`config.mk`:
```
export PLATFORM = sky130hd
export DESIGN_NAME = srft_ctrl
export DESIGN_NICKNAME = d
export VERILOG_FILES = /design/src/design/srft_pkg.sv /design/src/design/srft_ctrl.sv
export SDC_FILE = /design/constraint.sdc
export NUM_CORES = 1
export LEC_CHECK = 0
export BUFFER_PORTS_ARGS = -buffer_cell sky130_fd_sc_hd__buf_2
export CORE_AREA = 10 10 47 49
export CTS_CLUSTER_DIAMETER = 80
export DETAILED_ROUTE_END_ITERATION = 6
export DIE_AREA = 0 0 57 59
export PLACE_DENSITY = 0.31
export SYNTH_ARGS = -nofsm -noshare
export SYNTH_HDL_FRONTEND = slang
export SYNTH_SLANG_ARGS = --single-unit
```
`constraint.sdc`:
```
create_clock -name clock -period 1.1 [get_ports clock]
set_clock_uncertainty 0.15 [all_clocks]
set_input_delay 0.22 -clock clock [delete_from_list [all_inputs] [get_ports clock]]
set_output_delay 0.22 -clock clock [all_outputs]
set_load 0.02 [all_outputs]
```
`src/design/srft_pkg.sv`:
```
// Shared types, constants and codes for the server resource fit tracker.
`timescale 1ns / 1ps
`default_nettype none

package srft_pkg;

   localparam int SERVER_COUNT_DEF = 64;
   localparam int NUM_DIMS_DEF     = 4;

   localparam int AMT_W = 31;
   localparam int REM_W = 32;
   localparam int EPS_W = 16;

   localparam logic [EPS_W-1:0] EPS_RESET = 16'd1;

   localparam logic [1:0] FUNC_LOAD  = 2'd0;
   localparam logic [1:0] FUNC_CHECK = 2'd1;
   localparam logic [1:0] FUNC_PLACE = 2'd2;
   localparam logic [1:0] FUNC_NOP   = 2'd3;

   typedef struct packed {
      logic [1:0]       func;
      logic [7:0]       service_id;
      logic [5:0]       server;
      logic [1:0]       dim;
      logic [AMT_W-1:0] unit_amount;
      logic [AMT_W-1:0] total_amount;
      logic [AMT_W-1:0] fluid_amount;
      logic             last_dim;
   } req_type;

   typedef struct packed {
      logic                    fits;
      logic signed [REM_W-1:0] remaining;
      logic [AMT_W-1:0]        fluid_used;
      logic [7:0]              placed_service;
      logic                    done_res;
   } rsp_type;

   // One table entry: unit capacity, remaining capacity, fluid load.
   typedef struct packed {
      logic [AMT_W-1:0]        unit_cap;
      logic signed [REM_W-1:0] remaining;
      logic [AMT_W-1:0]        fluid_used;
   } entry_type;

   typedef struct packed {
      logic capture;
      logic read;
      logic commit;
   } ctrl_cmd_type;

   typedef struct packed {
      logic out_busy;
   } dp_status_type;

endpackage

`default_nettype wire

```
`src/design/srft_ctrl.sv`:
```
// Sequencer for the fit tracker: capture, table read, compute and write back.
`timescale 1ns / 1ps
`default_nettype none

module srft_ctrl (
   input  wire logic                   clock,
   input  wire logic                   reset,
   input  wire logic                   req_valid,
   output logic                        req_stall,
   input  wire srft_pkg::dp_status_type status,
   output srft_pkg::ctrl_cmd_type      cmd
);

   typedef enum logic [2:0] {
      ST_IDLE   = 3'b001,
      ST_READ   = 3'b010,
      ST_COMMIT = 3'b100
   } state_type;

   state_type state_ff;
   state_type state_in;

   assign req_stall   = (state_ff != ST_IDLE);
   assign cmd.capture = (state_ff == ST_IDLE) && req_valid;
   assign cmd.read    = (state_ff == ST_READ);
   assign cmd.commit  = (state_ff == ST_COMMIT) && !status.out_busy;

   always_comb begin
      state_in = state_ff;
      unique case (state_ff)
         ST_IDLE: begin
            if (req_valid) state_in = ST_READ;
         end
         ST_READ: begin
            state_in = ST_COMMIT;
         end
         ST_COMMIT: begin
            // hold until the result register can take the beat
            if (!status.out_busy) state_in = ST_IDLE;
         end
         default: begin
            state_in = ST_IDLE;
         end
      endcase
   end

   always_ff @(posedge clock) begin
      if (reset) state_ff <= ST_IDLE;
      else       state_ff <= state_in;
   end

endmodule

`default_nettype wire

```
==> out/summary.json <==
{
  "global_route.usage.total": {"value": 2.93, "unit": "%"},
  "final_layout_size_suffix_gt1_share": {"value": 78.1, "unit": "%"},
  "drv.max_cap_violation_count": {"value": 0},
  "final-max-slew-violation-count": {"value": 0},
  "leakagePower": {"value": 0.000141, "unit": "uW"},
  "crit_path_cell_trace": {"value": "or3b_4 -> inv_4 -> buf_6"},
  "synth_simple_gate_area_share": {"value": 46.0, "unit": "%"},
  "worst_ep_arrival_time": {"value": 1140, "unit": "ps"},
  "layout_commonest_cell": {"value": "sky130_fd_sc_hd__buf_4"},
  "yosysWarnings": {"value": 0},
  "antenna_found_initial": {"value": 0},
  "floorplan.die_area": {"value": 0.00336, "unit": "mm^2"},
  "holdBufCountCts": {"value": 0},
  "areaGrowthSynthToFinish": {"value": 118, "unit": "%"},
  "worstHoldPathType": {"value": "input pin to register"},
  "critical-path-slowest-cell": {"value": "sky130_fd_sc_hd__or3b_4"},
  "maxSlewHeadroom": {"value": 88.6, "unit": "%"},
  "critPathKind": {"value": "register to output port"},
  "postRouteAntennaNets": {"value": 0},
  "post-dp-hpwl": {"value": 386, "unit": "um"},
  "detail_route.wl_per_cell": {"value": 9.52, "unit": "um"},
  "finalCritPeriodShare": {"value": 137, "unit": "%"},
  "top_reg_by_flops": {"value": "state_ff"},
  "post_synth_inst_count": {"value": 15},
  "layout_min_cycle_time": {"value": 1510, "unit": "ps"},
  "synth_compound_gate_area_share": {"value": 10.5, "unit": "%"},
  "cts_setup_buffers": {"value": 0},
  "net_count_after_synthesis": {"value": 19},
  "number_of_rows_created_at_floorplan": {"value": 14},
  "final_cell_mix": {"value": "sky130_fd_sc_hd__buf_4, sky130_fd_sc_hd__clkbuf_4, sky130_fd_sc_hd__buf_2, sky130_fd_sc_hd__buf_6"},
  "tritoncts": {"value": "done"},
  "synth_top_family_by_area": {"value": "simple AND/OR/NAND/NOR gates"},
  "die_x": {"value": 57, "unit": "um"},
  "initial_utilization": {"value": 11.1, "unit": "%"},
  "root_buffer": {"value": "sky130_fd_sc_hd__clkbuf_4"},
  "worstSkewPairLatency": {"value": 230, "unit": "ps"},
  "finalHoldViolations": {"value": 0},
  "area.sequential": {"value": 67.6, "unit": "um^2"},
  "yosys.cell_types.count": {"value": 12},
  "worst_slack": {"value": -408, "unit": "ps"},
  "layout.nets": {"value": 37},
  "grt_pass1_vias": {"value": 181},
  "globalplace.congestion": {"value": 0.715},
  "max-clock-path-buffers": {"value": 2},
  "yosysSeqAreaShare": {"value": 38.7, "unit": "%"},
  "coreArea": {"value": 0.00140, "unit": "mm^2"},
  "final_area": {"value": 338, "unit": "um^2"},
  "multi_input_area": {"value": 113, "unit": "um^2"},
  "grt_setup_unrepaired": {"value": "yes"},
  "cts-htree-levels": {"value": 1},
  "worstSetupStartpointType": {"value": "register"},
  "drt-initial-drc-count": {"value": 0},
  "drt-vias-per-instance": {"value": 3.52},
  "worst_ir_drop_vdd": {"value": 0.000639, "unit": "V"},
  "netlist.top_cell.by_area": {"value": "sky130_fd_sc_hd__dfxtp_1"},
  "fin_hold_ws": {"value": 44.5, "unit": "ps"},
  "yosys.area_share.xor_xnor": {"value": 0, "unit": "%"},
  "route.detailed.drc": {"value": 0},
  "clock_sink_count": {"value": 3},
  "pin_count_of_the_biggest_net_entering_global_routing": {"value": 7},
  "violated_checks": {"value": "setup timing"},
  "cts_inserted_buffers": {"value": 3},
  "fillerInstances": {"value": 154},
  "synth.cell_area": {"value": 155, "unit": "um^2"},
  "totalPowerFinal": {"value": 401, "unit": "uW"},
  "yosys_register_bits": {"value": 3},
  "largest_register_ff_count": {"value": 3},
  "timing.fmax": {"value": 663, "unit": "MHz"},
  "synth.mux.area_fraction": {"value": 0, "unit": "%"},
  "synth_top_area_share": {"value": 38.7, "unit": "%"},
  "report.final.setup_viol": {"value": 5},
  "synth_adder_area_share": {"value": 0, "unit": "%"},
  "p_per_area": {"value": 1190, "unit": "mW/mm^2"},
  "detailed_place.area": {"value": 285, "unit": "um^2"},
  "timing.critical_path.slowest_cell_delay": {"value": 400, "unit": "ps"},
  "critPathMaxFanout": {"value": 6},
  "post_cts_clock_slew_at_the_launch_and_capture_registers_of_the_worst_setup_and_hold_paths": {"value": 40, "unit": "ps"},
  "dieHeight": {"value": 59, "unit": "um"},
  "drtPass1Iterations": {"value": 1},
  "first_pass_grt_wire_length": {"value": 717, "unit": "um"},
  "number_of_top_level_pins": {"value": 8},
  "synth_area_leaders": {"value": "sky130_fd_sc_hd__dfxtp_1, sky130_fd_sc_hd__nand4bb_2, sky130_fd_sc_hd__nand4bb_1"},
  "placement.io_buffers": {"value": 7},
  "diodes": {"value": 0},
  "worst_ep_required_time": {"value": 730, "unit": "ps"},
  "reg_top3": {"value": "state_ff x3"},
  "syn_area_per_cell": {"value": 10.3, "unit": "um^2"},
  "detail_route.wirelength": {"value": 457, "unit": "um"},
  "max_slew.worst_pin.slew": {"value": 170, "unit": "ps"},
  "overflow_after_grt": {"value": 0},
  "status": {"value": "finished with violations"},
  "via_count": {"value": 169},
  "worstSetupEndpointType": {"value": "output port"}
}
## stage by stage
| step | setup slack, ps | cells | util [%] | TNS (ps) |
|---|---|---|---|---|
| 4_1_cts | -423 | 48 | 23.8 | -1630 |
| 5_1_grt | -451 | 48 | 24.1 | -1820 |
| 6_report | -408 | 48 | 24.1 | -1570 |
| 3_3_place_gp | -216 | 44 | 20.4 | -734 |
| 3_5_place_dp | -213 | 44 | 20.4 | -723 |
| 2_1_floorplan | -102 | 15 | - | -244 |
## what timing repair did
action                     CTS  global route
resized for setup            7             1
hold endpoints to repair     0             0
cloned                       0             0
setup endpoints to repair    5             7
## power by group
part	internal (uW)	switching [uW]
Combinational	55.1	37.5
Clock	135	50.6
Sequential	114	7.85
## routing by layer
metal	global-route usage (%)	wire, um
met3	2.79	44
met4	2.01	0
met1	2.72	205
met2	4.03	207
met5	0	0
## final timing paths
| path | startpoint | endpoint | slack, ps | depth (start not counted) |
|---|---|---|---|---|
| setup reg to reg | state_ff[1] | state_ff[0] | -90 | 2 |
| setup / recovery | state_ff[1] | cmd[1] | -410 | 3 |
| hold reg to reg | state_ff[0] | state_ff[2] | 300 | 1 |
| hold / removal | reset | state_ff[2] | 40 | 2 |
## critical path, delay by kind of cell (launching register included)
kind / cells / cell delay (ps)
buffers and inverters: 2 / 160
flip-flops: 1 / 350
AND/OR/NAND/NOR: 1 / 400
## final cells by class
class / instances / area share, %
multi-input combinational: 10 / 33.3
timing repair buffer: 13 / 30.0
sequential: 3 / 20.0
clock buffer: 4 / 7.78
tap: 16 / 5.93
inverter: 2 / 2.96
## cell usage after synthesis, drive strengths merged
master and count:
nand4bb 2, or3b 2, inv 2, a31o 1
nand3b 1, a211oi 1, nand2b 1, dfxtp 3
nor4b 1, nor2 1
## cell families (layout without fill, tap and decap cells)
family / after synthesis / count (layout)
AO/OA/AOI/OAI: 2 / 2
buffers and inverters: 2 / 19
flip-flops: 3 / 3
AND/OR/NAND/NOR: 8 / 8
No activity file was read; power rests on OpenSTA's default activity.
